$ cat config.mk
export PLATFORM = sky130hd
export DESIGN_NAME = fifo_page_replacement_top
export DESIGN_NICKNAME = d
export VERILOG_FILES = /design/src/rtl/core/fpr_pkg.sv /design/src/rtl/core/fpr_cell.sv /design/src/rtl/core/fifo_page_replacement_top.sv
export SDC_FILE = /design/constraint.sdc
export NUM_CORES = 1
export LEC_CHECK = 0
export ABC_CLOCK_PERIOD_IN_PS = 7020
export BUFFER_PORTS_ARGS = -buffer_cell sky130_fd_sc_hd__buf_2
export CAP_MARGIN = 25
export CORE_MARGIN = 8
export CORE_UTILIZATION = 45
export DETAILED_ROUTE_END_ITERATION = 6
export GPL_TIMING_DRIVEN = 0
export MAX_ROUTING_LAYER = met4
export SLEW_MARGIN = 5
export SYNTH_ARGS = -nofsm -noshare
export SYNTH_HDL_FRONTEND = slang
export SYNTH_HIERARCHICAL = 1
export SYNTH_SLANG_ARGS = --single-unit
$ cat constraint.sdc
create_clock -name clk_i -period 7.02 [get_ports clk_i]
set_clock_uncertainty 0.1 [all_clocks]
set_input_delay 1.404 -clock clk_i [delete_from_list [all_inputs] [get_ports clk_i]]
set_output_delay 1.404 -clock clk_i [all_outputs]
set_load 0.03 [all_outputs]
$ cat src/rtl/core/fpr_pkg.sv
package fpr_pkg;

  localparam int unsigned PageW  = 20;
  localparam int unsigned TotalW = 16;
  localparam int unsigned CfgW   = 5;

  localparam logic [CfgW-1:0] CfgReset = 5'd4;

  typedef struct packed {
    logic [PageW-1:0] page_number;
    logic             last_ref;
  } fpr_in_t;

  typedef struct packed {
    logic              fault;
    logic              evicted_valid;
    logic [PageW-1:0]  evicted_page;
    logic [TotalW-1:0] fault_total;
    logic              string_done;
  } fpr_out_t;

  // status rippled along the row of frame cells
  typedef struct packed {
    logic hit;
    logic ev_valid;
  } fpr_link_t;

endpackage

$ cat src/rtl/core/fpr_cell.sv
module fpr_cell #(
  parameter int unsigned PAGE_BITS = 20,
  parameter int unsigned SW        = 4,
  parameter int unsigned IDX       = 0
) (
  input  logic                 clk_i,
  input  logic                 rst_ni,
  input  logic                 clr_i,
  input  logic                 wr_i,
  input  logic [SW-1:0]        wr_slot_i,
  input  logic [SW-1:0]        sel_slot_i,
  input  logic [PAGE_BITS-1:0] page_i,
  input  fpr_pkg::fpr_link_t   link_i,
  input  logic [PAGE_BITS-1:0] ev_page_i,
  output fpr_pkg::fpr_link_t   link_o,
  output logic [PAGE_BITS-1:0] ev_page_o
);
  import fpr_pkg::*;

  localparam logic [SW-1:0] MyIdx = SW'(IDX);

  logic                 valid_q, valid_d;
  logic [PAGE_BITS-1:0] page_q;
  logic                 we, sel;

  assign we  = wr_i && (wr_slot_i == MyIdx);
  assign sel = (sel_slot_i == MyIdx) && valid_q;

  assign link_o.hit      = link_i.hit || (valid_q && (page_q == page_i));
  assign link_o.ev_valid = link_i.ev_valid || sel;
  assign ev_page_o       = ev_page_i | (sel ? page_q : '0);

  always_comb begin
    valid_d = valid_q;
    if (clr_i) begin
      valid_d = 1'b0;
    end else if (we) begin
      valid_d = 1'b1;
    end
  end

  always_ff @(posedge clk_i or negedge rst_ni) begin
    if (!rst_ni) begin
      valid_q <= 1'b0;
    end else begin
      valid_q <= valid_d;
    end
  end

  always_ff @(posedge clk_i) begin
    if (we) begin
      page_q <= page_i;
    end
  end

endmodule

$ cat src/rtl/core/fifo_page_replacement_top.sv
// FIFO page replacement engine. Each item is one page reference; one result item
// comes back per reference in the cycle after it is taken, and a new reference is
// taken every cycle while the result side keeps up. The resident set lives in a
// row of FRAMES frame cells that all compare the reference in the same cycle; the
// hit flag and the page to be evicted ripple along the row, so that ripple sets
// the clock period. The user must write frames_in_use (cfg_we_i/cfg_data_i) only
// while idle, which the block does not enforce. 0 acts as 1; above FRAMES, as FRAMES.
// An item with last_ref set returns the final fault total and clears frames and count.
module fifo_page_replacement_top #(
  parameter int unsigned FRAMES    = 16,
  parameter int unsigned PAGE_BITS = 20
) (
  input  logic                         clk_i,
  input  logic                         rst_ni,
  input  logic                         in_valid_i,
  output logic                         in_ready_o,
  input  fpr_pkg::fpr_in_t             in_i,
  output logic                         out_valid_o,
  input  logic                         out_ready_i,
  output fpr_pkg::fpr_out_t            out_o,
  input  logic                         cfg_we_i,
  input  logic [fpr_pkg::CfgW-1:0]     cfg_data_i
);
  import fpr_pkg::*;

  localparam int unsigned SW   = (FRAMES > 1) ? $clog2(FRAMES) : 1;
  localparam int unsigned CNTW = $clog2(FRAMES + 1);
  localparam int unsigned WW   = ((CNTW > CfgW) ? CNTW : CfgW) + 1;

  logic [CfgW-1:0]   cfg_q;
  logic [SW-1:0]     oldest_q, oldest_d;
  logic [CNTW-1:0]   filled_q, filled_d;
  logic [TotalW-1:0] count_q, count_d, count_inc;
  logic              out_valid_q;
  fpr_out_t          out_q, out_d;

  logic                 accept, miss, free, do_wr, clr;
  logic [WW-1:0]        cfg_w, frames_w, cap, slot_nxt;
  logic [SW-1:0]        wr_slot;
  logic [PAGE_BITS+PageW-1:0] page_tmp, ev_tmp;
  logic [PAGE_BITS-1:0] page;

  fpr_link_t            link [FRAMES+1];
  logic [PAGE_BITS-1:0] ev_page [FRAMES+1];

  assign in_ready_o  = !out_valid_q || out_ready_i;
  assign accept      = in_valid_i && in_ready_o;
  assign out_valid_o = out_valid_q;
  assign out_o       = out_q;

  assign page_tmp = {{PAGE_BITS{1'b0}}, in_i.page_number};
  assign page     = page_tmp[PAGE_BITS-1:0];

  assign cfg_w    = WW'(cfg_q);
  assign frames_w = WW'(FRAMES);
  always_comb begin
    if (cfg_w == '0) begin
      cap = WW'(1);
    end else if (cfg_w > frames_w) begin
      cap = frames_w;
    end else begin
      cap = cfg_w;
    end
  end

  assign miss    = !link[FRAMES].hit;
  assign free    = WW'(filled_q) < cap;
  assign do_wr   = accept && miss;
  assign clr     = accept && in_i.last_ref;
  assign wr_slot = free ? filled_q[SW-1:0] : oldest_q;

  assign link[0]    = '0;
  assign ev_page[0] = '0;

  for (genvar g = 0; g < FRAMES; g++) begin : g_cell
    fpr_cell #(
      .PAGE_BITS (PAGE_BITS),
      .SW        (SW),
      .IDX       (g)
    ) u_cell (
      .clk_i      (clk_i),
      .rst_ni     (rst_ni),
      .clr_i      (clr),
      .wr_i       (do_wr),
      .wr_slot_i  (wr_slot),
      .sel_slot_i (oldest_q),
      .page_i     (page),
      .link_i     (link[g]),
      .ev_page_i  (ev_page[g]),
      .link_o     (link[g+1]),
      .ev_page_o  (ev_page[g+1])
    );
  end

  assign ev_tmp    = {{PageW{1'b0}}, ev_page[FRAMES]};
  assign slot_nxt  = WW'(oldest_q) + WW'(1);
  assign count_inc = (count_q == '1) ? count_q : count_q + TotalW'(1);

  always_comb begin
    oldest_d = oldest_q;
    filled_d = filled_q;
    count_d  = count_q;
    out_d    = out_q;
    if (accept) begin
      if (miss) begin
        count_d = count_inc;
        if (free) begin
          filled_d = filled_q + CNTW'(1);
        end else begin
          oldest_d = (slot_nxt >= cap) ? '0 : slot_nxt[SW-1:0];
        end
      end
      out_d.fault         = miss;
      out_d.evicted_valid = miss && !free && link[FRAMES].ev_valid;
      out_d.evicted_page  = (miss && !free && link[FRAMES].ev_valid) ?
                            ev_tmp[PageW-1:0] : '0;
      out_d.fault_total   = count_d;
      out_d.string_done   = in_i.last_ref;
      if (in_i.last_ref) begin
        oldest_d = '0;
        filled_d = '0;
        count_d  = '0;
      end
    end
  end

  always_ff @(posedge clk_i or negedge rst_ni) begin
    if (!rst_ni) begin
      cfg_q       <= CfgReset;
      oldest_q    <= '0;
      filled_q    <= '0;
      count_q     <= '0;
      out_valid_q <= 1'b0;
    end else begin
      if (cfg_we_i) begin
        cfg_q <= cfg_data_i;
      end
      oldest_q <= oldest_d;
      filled_q <= filled_d;
      count_q  <= count_d;
      if (accept) begin
        out_valid_q <= 1'b1;
      end else if (out_ready_i) begin
        out_valid_q <= 1'b0;
      end
    end
  end

  always_ff @(posedge clk_i) begin
    out_q <= out_d;
  end

endmodule

## Word-level counts from Yosys, hierarchy flattened

Cells that the tools add are included.

- Add/sub/neg operators: 3
- Multipliers: 0
- Div/mod/pow operators: 0
- $lt $le $gt $ge: 3
- Equality and inequality tests: 49
- Shift-type cells: 0
- Multiplexer cells: 63
- Bitwise gates (word level): 15
- Reduce and logical (&&, ||, !) cells: 110

Operator list:

| operator | number |
|---|---|
| $eq A20 B20 Y1 | 16 |
| $mux W20 | 16 |
| $or A20 B20 Y20 | 15 |
| $eq A4 B4 Y1 const B | 16 |
| $logic_and A1 B1 Y1 | 53 |
| $mux W16 | 3 |
| $reduce_bool A2 Y1 | 18 |
| $mux W1 | 34 |
| $eq A4 B3 Y1 const B | 8 |
| $logic_or A1 B1 Y1 | 31 |
| $mux W4 | 5 |
| $mux W5 | 4 |
| $add A16 B1 Y16 const B | 1 |
| $eq A16 B16 Y1 const B | 1 |
| $eq A4 B2 Y1 const B | 4 |
| $eq A4 B1 Y1 const B | 2 |
| $logic_not A4 Y1 | 2 |
| $ge A5 B6 Y1 | 1 |
| $logic_not A6 Y1 | 1 |
| $lt A5 B6 Y1 | 1 |
| $mux W6 | 1 |
| $reduce_and A3 Y1 | 2 |
| $add A4 B1 Y5 const B | 1 |
| $add A5 B1 Y5 const B | 1 |
| 3 further kinds | 6 |

- Register bits after elaboration: 406
- Latch bits: 0
- Bits in writable memories: 0
- Bits in read-only memories: 0
- Input bits: 31
- Word-level logic and storage cells: 285
- Memories kept: 0

## Longest topological paths before layout

Gate-level depths: netlist of the first run.

- Depth in word-level cells: 22
- Depth in mapped cells: 24

## Modules after synthesis

The synthesis of the first run kept the hierarchy.

By module, submodules not included:

| module | times used | cells an instance | area an instance (um^2) | sequential area each (um^2) |
|---|---|---|---|---|
| fpr_cell at g_cell[10].u_cell ... | 4 | 77 | 1059.8 | 625.6 |
| fifo_page_replacement_top | 1 | 310 | 3568.4 | 1948.1 |
| fpr_cell at g_cell[11].u_cell ... | 2 | 76 | 1058.5 | 625.6 |
| fpr_cell at g_cell[1].u_cell ... | 2 | 77 | 1053.5 | 625.6 |
| fpr_cell at g_cell[13].u_cell ... | 2 | 78 | 1047.3 | 625.6 |
| fpr_cell at g_cell[4].u_cell ... | 2 | 77 | 1046.0 | 625.6 |
| fpr_cell at g_cell[0].u_cell | 1 | 78 | 1052.3 | 625.6 |
| fpr_cell at g_cell[12].u_cell | 1 | 77 | 1047.3 | 625.6 |
| fpr_cell at g_cell[15].u_cell | 1 | 79 | 1047.3 | 625.6 |
| fpr_cell at g_cell[3].u_cell | 1 | 76 | 1047.3 | 625.6 |

## Worst setup path after synthesis of the first run

Ideal clock, no wire load.

- Path kind: in2reg
- From: in in_i[3] in the netlist's numbering
- To: reg g_cell[4].u_cell.page_q[0] (enable)
- Setup time: 0.451 ns
- Data arrival time: 7.514 ns
- Data required time: 6.469 ns
- Path slack: -1.045 ns
- Stages: 22
- Cell sequence: xnor2_1 nand4_1 nor4_1 a41o_1 a41o_1 a41o_1 a41o_1 a41o_1 a41o_1 a41o_1 a41o_1 a41o_1 a41o_1 a41o_1 a41o_1 a41o_1 a41o_1 a41o_1 a41o_1 nor2_1 nand2_1 nor4_1

RTL lines:

| what | line | RTL |
|---|---|---|
| start: declaration | fifo_page_replacement_top.sv:17 | `input fpr_pkg::fpr_in_t in_i,` |
| end signal: assignment | fpr_cell.sv:52 | `page_q <= page_i;` |
| end: declaration | fpr_cell.sv:23 | `logic [PAGE_BITS-1:0] page_q;` |

==> qor.yml, run 1 <==
status:
  status: "completed"
global_route:
  grt_pass1_wl_mm: 86.0
  grt_pass1_vias: 13600
  grt_overflow_total: 0
  antenna_found_initial: 0
  track_usage_pct: 22.0
  grt_max_degree: 41
cells_and_area:
  instances_no_fill: 2338
  final_net_count: 1750
  n_antenna_cell: 0
  drive_above_1_share_pct: 16.0
  fin_util_pct: 52.0
  fillCellCount: 3944
  multi_input_area_mm2: 0.00837
  synthToLayoutAreaGrowth_pct: 14.9
  regArea_mm2: 0.0120
pwr:
  total_power_mw: 6.39
  swShare_pct: 28.9
  p_leak_nw: 9.39
  power_density_mw_per_mm2: 272
  internal_power_mw: 4.54
  clockPowerShare_pct: 33.9
  power_switching_mw: 1.85
  p_comb_share_pct: 20.3
  p_seq_share_pct: 45.7
  ir_drop_uv: 216
synthesis:
  synth_edf_count: 359
  ys.warnings.count: 6
  netlist.area_leader.share_pct: 52.8
  synthCells: 1544
  ys.flop_type: "edfxtp_1"
  synth_area_leaders: "edfxtp_1 53%, xnor2_1 11%, a21o_1 11%"
  ys_async_sr_fraction_pct: 11.6
  ys_seq_elements: 406
  ys_seq_area_share_pct: 58.6
  yosysTopAreaCell: "edfxtp_1"
  synth.avg_cell_area_um2: 13.2
  synthDistinctLibCells: 65
  syn-cell-area_mm2: 0.0204
setup_path:
  startpoint_type: "primary input"
  path_max_fanout: 32
  path_class: "in -> reg"
  arrival_ps: 7100
  cp.required_ps: 7230
  critPathCaptureType: "flip-flop"
cts:
  cts_made_buffers: 45
  clock_sinks: 406
  ctsRootBufferMaster: "clkbuf_16"
  cts.clk_slew.worst_paths_ps: 60
  worstSkewPairLatency_ps: 570
  h-tree-depth: 2
  cts_tree: "yes"
  cts_buffer_depth: 3
  cts_hold_buf: 0
route:
  drt-wirelength-per-cell_um: 24.5
  drtIter0Drc: 1206
  drc: 0
  first_pass_iters: 5
  num_vias: 13400
  antenna_left: 0
  via_per_inst: 5.71
  routed_wl_mm: 57.2
sta:
  relSlewSlack_pct: 33.9
  rsz0062_at_grt: "false"
  fmax_mhz: 145
  fin_crit_sh_pct: 98.2
  tightest_slew_ps: 991
  finalSetupViolCount: 0
  setup_ws_ps: 129
  setup_tns_ps: 0
  hold_viol: 0
  fin_crit_ps: 6890
  report.final.slew_viol_count: 0
placement:
  dp_worst_setup_slack_ps: -1310
  place_congestion: 0.891
  dp_hpwl_mm: 37.5
  port_buffers: 71
  dpl.cell_count: 2250
die:
  die_x_um: 229
  initial_utilization_pct: 45.3
  die_h_um: 229
  die_area_mm2: 0.0524
  io_pins: 72
  core_mm2: 0.0451
  rows: 78
flow_run:
  maxCapViolCount: 0
min_path:
  hold_class: "reg -> reg"
## layout make-up
cell class | instances | area share [%]
Sequential cell | 406 | 51.0
Multi-Input combinational cell | 1111 | 35.7
Clock buffer | 65 | 5.21
Timing Repair Buffer | 95 | 3.49
Tap cell | 600 | 3.20
Buffer | 42 | 0.960
Clock inverter | 13 | 0.363
Inverter | 6 | 0.0960
## through the flow
step                      hold WS [ps]  cell area, um2
final                              429           23500
after floorplan                    381           20500
after CTS                          429           23400
after global placement             407           21600
after global routing               451           23500
after detailed placement           416           21900
## path summary, 6_finish.rpt
check,from,end,slack (ps),cells after the start
min,g_cell[10].u_cell/valid_q$_DFFE_PN0P_,g_cell[10].u_cell/valid_q$_DFFE_PN0P_,430,2
max in group asynchronous,rst_ni,oldest_q[0]$_DFFE_PN0P_,5480,2
min in group asynchronous,rst_ni,count_q[9]$_DFFE_PN0P_,750,1
min reg2reg,g_cell[10].u_cell/valid_q$_DFFE_PN0P_,g_cell[10].u_cell/valid_q$_DFFE_PN0P_,430,2
max,in_i[17],out_o[16]$_DFFE_PP_,130,25
max reg2reg,oldest_q[1]$_DFFE_PN0P_,out_o[23]$_SDFFCE_PN0P_,200,22
## sequential cells by signal (all words and copies together) (netlist names)
register and flops:
oldest_q 4, count_q 16, out_valid_o 1, cfg_q 5, g_cell.u_cell/page_q 320, out_o 39
filled_q 5, g_cell.u_cell/valid_q 16
## kinds of logic after synthesis
| group | Yosys count | share of synthesized area, % |
|---|---|---|
| XOR/XNOR | 333 | 14.3 |
| multiplexers | 14 | 0.748 |
| flip-flops | 406 | 58.6 |
| adder cells (fa/ha/maj) | 12 | 0.736 |
| buffers and inverters | 48 | 1.21 |
| other | 1 | 0.0184 |
| AND/OR/NAND/NOR | 324 | 9.26 |
| AO/OA/AOI/OAI | 406 | 15.2 |
## metal layers
metal | wire, um | GRT usage (%) | up-vias
met4 | 1150 | 5.22 | 0
li1 | - | - | 6129
met1 | 26800 | 31.0 | 6758
met3 | 3400 | 3.70 | 78
met2 | 25800 | 33.0 | 387
met5 | 0 | - | -
## power by group through the flow
stage | clock (mW) | combinational, mW | sequential, mW
floorplan | 0 | 0.759 | 2.97
global placement | 0 | 1.22 | 2.97
finish | 2.17 | 1.30 | 2.92
CTS | 2.21 | 1.28 | 2.92
global route | 2.30 | 1.39 | 2.94
detailed placement | 0 | 1.26 | 2.97
## cell usage in the layout, fill, tap and decap left out, types with 6 or more instances in the layout
master	netlist	final
edfxtp_1	359	359
a21o_1	306	306
xnor2_1	264	264
buf_2	27	78
xor2_1	69	69
nand4_1	54	54
nor2_1	61	51
clkbuf_16	0	45
dfrtp_1	46	42
nand2_1	40	40
nor4_1	37	35
nand3_1	34	34
and2_1	23	23
clkbuf_1	5	22
conb_1	1	22
buf_4	8	18
or2_2	17	17
a41o_1	17	17
buf_8	0	17
a21o_2	16	16
o21ai_0	16	15
a21oi_1	13	13
ha_1	12	12
buf_6	0	11
mux2_2	10	10
nor2_2	0	8
clkinv_1	2	8
nand3b_1	8	8
nor3b_2	6	6
## worst max-delay path, stage by stage
cell,delay [ps]
clkbuf_8,250
xnor2_1,190
nand4_1,110
nor4_1,80
a41o_1,220
a41o_1,220
a41o_1,220
a41o_1,240
a41o_1,250
a41o_1,220
a41o_1,250
a41o_1,260
a41o_1,250
a41o_1,230
a41o_1,220
a41o_1,210
a41o_1,220
a41o_1,230
a41o_1,240
a41o_1,300
nand2b_2,270
nor3_2,340
and3_1,250
nand3_1,90
mux2_2,280
## Yosys cell counts (all sizes together) (5+ instances only)
master    n
nor3      8
clkbuf    7
xnor2   264
and4      6
nand3    34
or2      17
a21oi    15
mux2     10
buf      35
xor2     69
edfxtp  359
nand4    56
a41o     17
nand2    40
and2     23
nand4b    5
nor2     61
nand2b    5
o31ai     5
o21ai    18
ha       12
nor4     39
nor3b     6
nand3b    8
a21o    322
dfrtp    46
## what timing repair did
item,in CTS,in global routing
pin swaps,2,2
setup buffers,7,3
gates resized for setup,45,29
setup endpoints to repair,359,127
gates cloned,0,0
Note: power is estimated with default switching activity, not from simulation.
==> run 2: changes to the inputs <==
Settings changed: SETUP_SLACK_MARGIN from default to 0.3.
==> run 2 against run 1 <==
Compared with the run above:
- critical path depth did not move
- sequential share of layout area fell by 1.1 points
- register-to-register slack improved by 250 ps
- die area did not move
- maximum frequency rose by 3.8%
- sequential power barely moved
- non-clock buffer count rose by 8
- clock power rose by 6%
- combinational power rose by 5%
- cell count rose by 0.94%
- critical endpoint is now out_o[10]$_DFFE_PP_
- largest cell class unchanged
- largest power group unchanged
==> qor.yml, run 2 (synthesized netlist as in run 1, its figures left out) <==
die:
  initial_utilization_pct: 45.3
  rows: 78
  die_area_mm2: 0.0524
  core_mm2: 0.0451
  io_pins: 72
  die_h_um: 229
  die_x_um: 229
pwr:
  p_seq_share_pct: 44.2
  internal_power_mw: 4.68
  ir_drop_uv: 275
  clockPowerShare_pct: 35.0
  swShare_pct: 28.9
  power_density_mw_per_mm2: 274
  p_comb_share_pct: 20.8
  p_leak_nw: 9.60
  power_switching_mw: 1.90
setup_path:
  path_class: "in -> reg"
  path_max_fanout: 32
  path_depth: 25
  crit_top_cell: "a41o_1"
  slowest_delay_ps: 420
  cp.required_ps: 7230
  cpMaxStageDelayCell: "or3_4"
  ff2ff_path_depth: 22
  cp_num_buf_inv: 1
  startpoint_type: "primary input"
  cp_top_family: "compound AO/OA/AOI/OAI gates"
  critPathCaptureType: "flip-flop"
  arrival_ps: 6850
cts:
  h-tree-depth: 2
  ctsRootBufferMaster: "clkbuf_16"
  cts_hold_buf: 0
  cts.clk_slew.worst_paths_ps: 60
  clock_sinks: 406
  worstSkewPairLatency_ps: 580
  cts_buffer_depth: 3
  cts_tree: "yes"
  cts_made_buffers: 46
flow_run:
  maxCapViolCount: 0
placement:
  dp_hpwl_mm: 37.1
  place_congestion: 0.897
  place_area_mm2: 0.0217
  port_buffers: 71
cells_and_area:
  largest_reg_flops: 320
  fillCellCount: 3860
  final_net_count: 1766
  final_common_cell: "edfxtp_1"
  n_antenna_cell: 0
  design_area_mm2: 0.0240
  mostFrequentLayoutCells: "359 x edfxtp_1, 306 x a21o_1, 264 x xnor2_1"
  top_register: "g_cell.u_cell/page_q"
  drive_above_1_share_pct: 17.6
  synthToLayoutAreaGrowth_pct: 17.6
sta:
  whs_ps: 434
  fin_crit_ps: 6640
  rsz0062_at_grt: "true"
  report.final.slew_viol_count: 0
  fin_crit_sh_pct: 94.5
  hold_viol: 0
  tightest_slew_ps: 911
  relSlewSlack_pct: 39.3
  finalSetupViolCount: 0
  fmax_mhz: 151
route:
  drtIter0Drc: 1226
  drc: 0
  via_per_inst: 5.70
  routed_wl_mm: 58.5
  drt-wirelength-per-cell_um: 24.8
  num_vias: 13500
  antenna_left: 0
  first_pass_iters: 5
global_route:
  grt_overflow_total: 0
  track_usage_pct: 22.1
  grt_max_degree: 41
  antenna_found_initial: 0
  grt_pass1_wl_mm: 85.7
  grt_pass1_vias: 13300
status:
  status: "completed"
min_path:
  hold_class: "reg -> reg"
  hold_path_depth: 1
==> run 2: changes by cell type in the layout (fill, tap and decap cells not counted), moves of 2 or more <==
cell / change
clkbuf_16: +2
buf_4: +5
clkinv_1: -4
nor2_2: -8
buf_6: -6
buf_8: -15
dfrtp_2: -4
nor2_4: +15
dfrtp_4: +4
buf_12: +26
clkbuf_8: +3
inv_6: +2
==> run 2: worst register-to-register path, delay by kind of cell (launching register included) <==
| family | cells | cell delay [ps] |
|---|---|---|
| buffers and inverters | 1 | 190 |
| flip-flops | 1 | 510 |
| AND/OR/NAND/NOR | 21 | 5490 |
==> run 2: final cells by class <==
| type | instances | area (um2) | area share, % |
|---|---|---|---|
| Clock inverter | 12 | 92.6 | 0.386 |
| Clock buffer | 73 | 1340 | 5.60 |
| Tap cell | 600 | 751 | 3.13 |
| Timing Repair Buffer | 103 | 1060 | 4.40 |
| Multi-Input combinational cell | 1118 | 8530 | 35.6 |
| Sequential cell | 406 | 12000 | 49.9 |
| Buffer | 42 | 225 | 0.939 |
| Inverter | 6 | 22.5 | 0.0939 |
==> run 2: power by group through the flow <==
| stage | registers [mW] | logic [mW] | clock network (mW) |
|---|---|---|---|
| 2_1_floorplan | 2.97 | 0.764 | 0 |
| 3_3_place_gp | 2.97 | 1.22 | 0 |
| 3_5_place_dp | 2.97 | 1.24 | 0 |
| 4_1_cts | 2.92 | 1.29 | 2.36 |
| 5_1_grt | 2.93 | 1.47 | 2.44 |
| 6_report | 2.91 | 1.37 | 2.30 |
==> run 2: layer usage <==
layer  up-vias  wire length, um  global-route usage (%)
met2       436            26700                    33.2
met4         0             1070                    5.52
met1      6788            26700                    31.0
met3        67             4060                    3.75
li1       6167                -                       -
met5         -                0                       -
==> run 2: stage by stage <==
stage          util [%]  power [mW]  instances  setup slack (ps)  setup TNS (ps)
4_1_cts            52.3        6.57       2331               303               0
6_report           53.2        6.58       2360               384               0
5_1_grt            53.2        6.83       2360               249               0
3_3_place_gp       48.0        4.19       2236             -2080         -589140
3_5_place_dp       48.2        4.21       2241             -1730         -580690
2_1_floorplan         -        3.73       1565               354               0
==> run 2: worst paths after layout <==
kind / startpoint / to / slack (ps)
setup / recovery: in_i[6] / out_o[10]$_DFFE_PP_ / 380
hold / removal: cfg_q[0]$_DFFE_PN0P_ / cfg_q[0]$_DFFE_PN0P_ / 430
setup reg to reg: oldest_q[1]$_DFFE_PN0P_ / out_o[19]$_SDFFCE_PN0P_ / 450
hold reg to reg: cfg_q[0]$_DFFE_PN0P_ / cfg_q[0]$_DFFE_PN0P_ / 430
max in group asynchronous: rst_ni / g_cell[0].u_cell/valid_q$_DFFE_PN0P_ / 5500
min in group asynchronous: rst_ni / count_q[10]$_DFFE_PN0P_ / 730
==> run 2: repair_timing <==
| item | 4_1_cts | 5_1_grt |
|---|---|---|
| setup endpoints to repair | 391 | 363 |
| cloned | 2 | 5 |
| pin swaps | 4 | 14 |
| resized for setup | 105 | 15 |
| endpoints found under the hold margin | 0 | 0 |
| setup buffers | 3 | 24 |
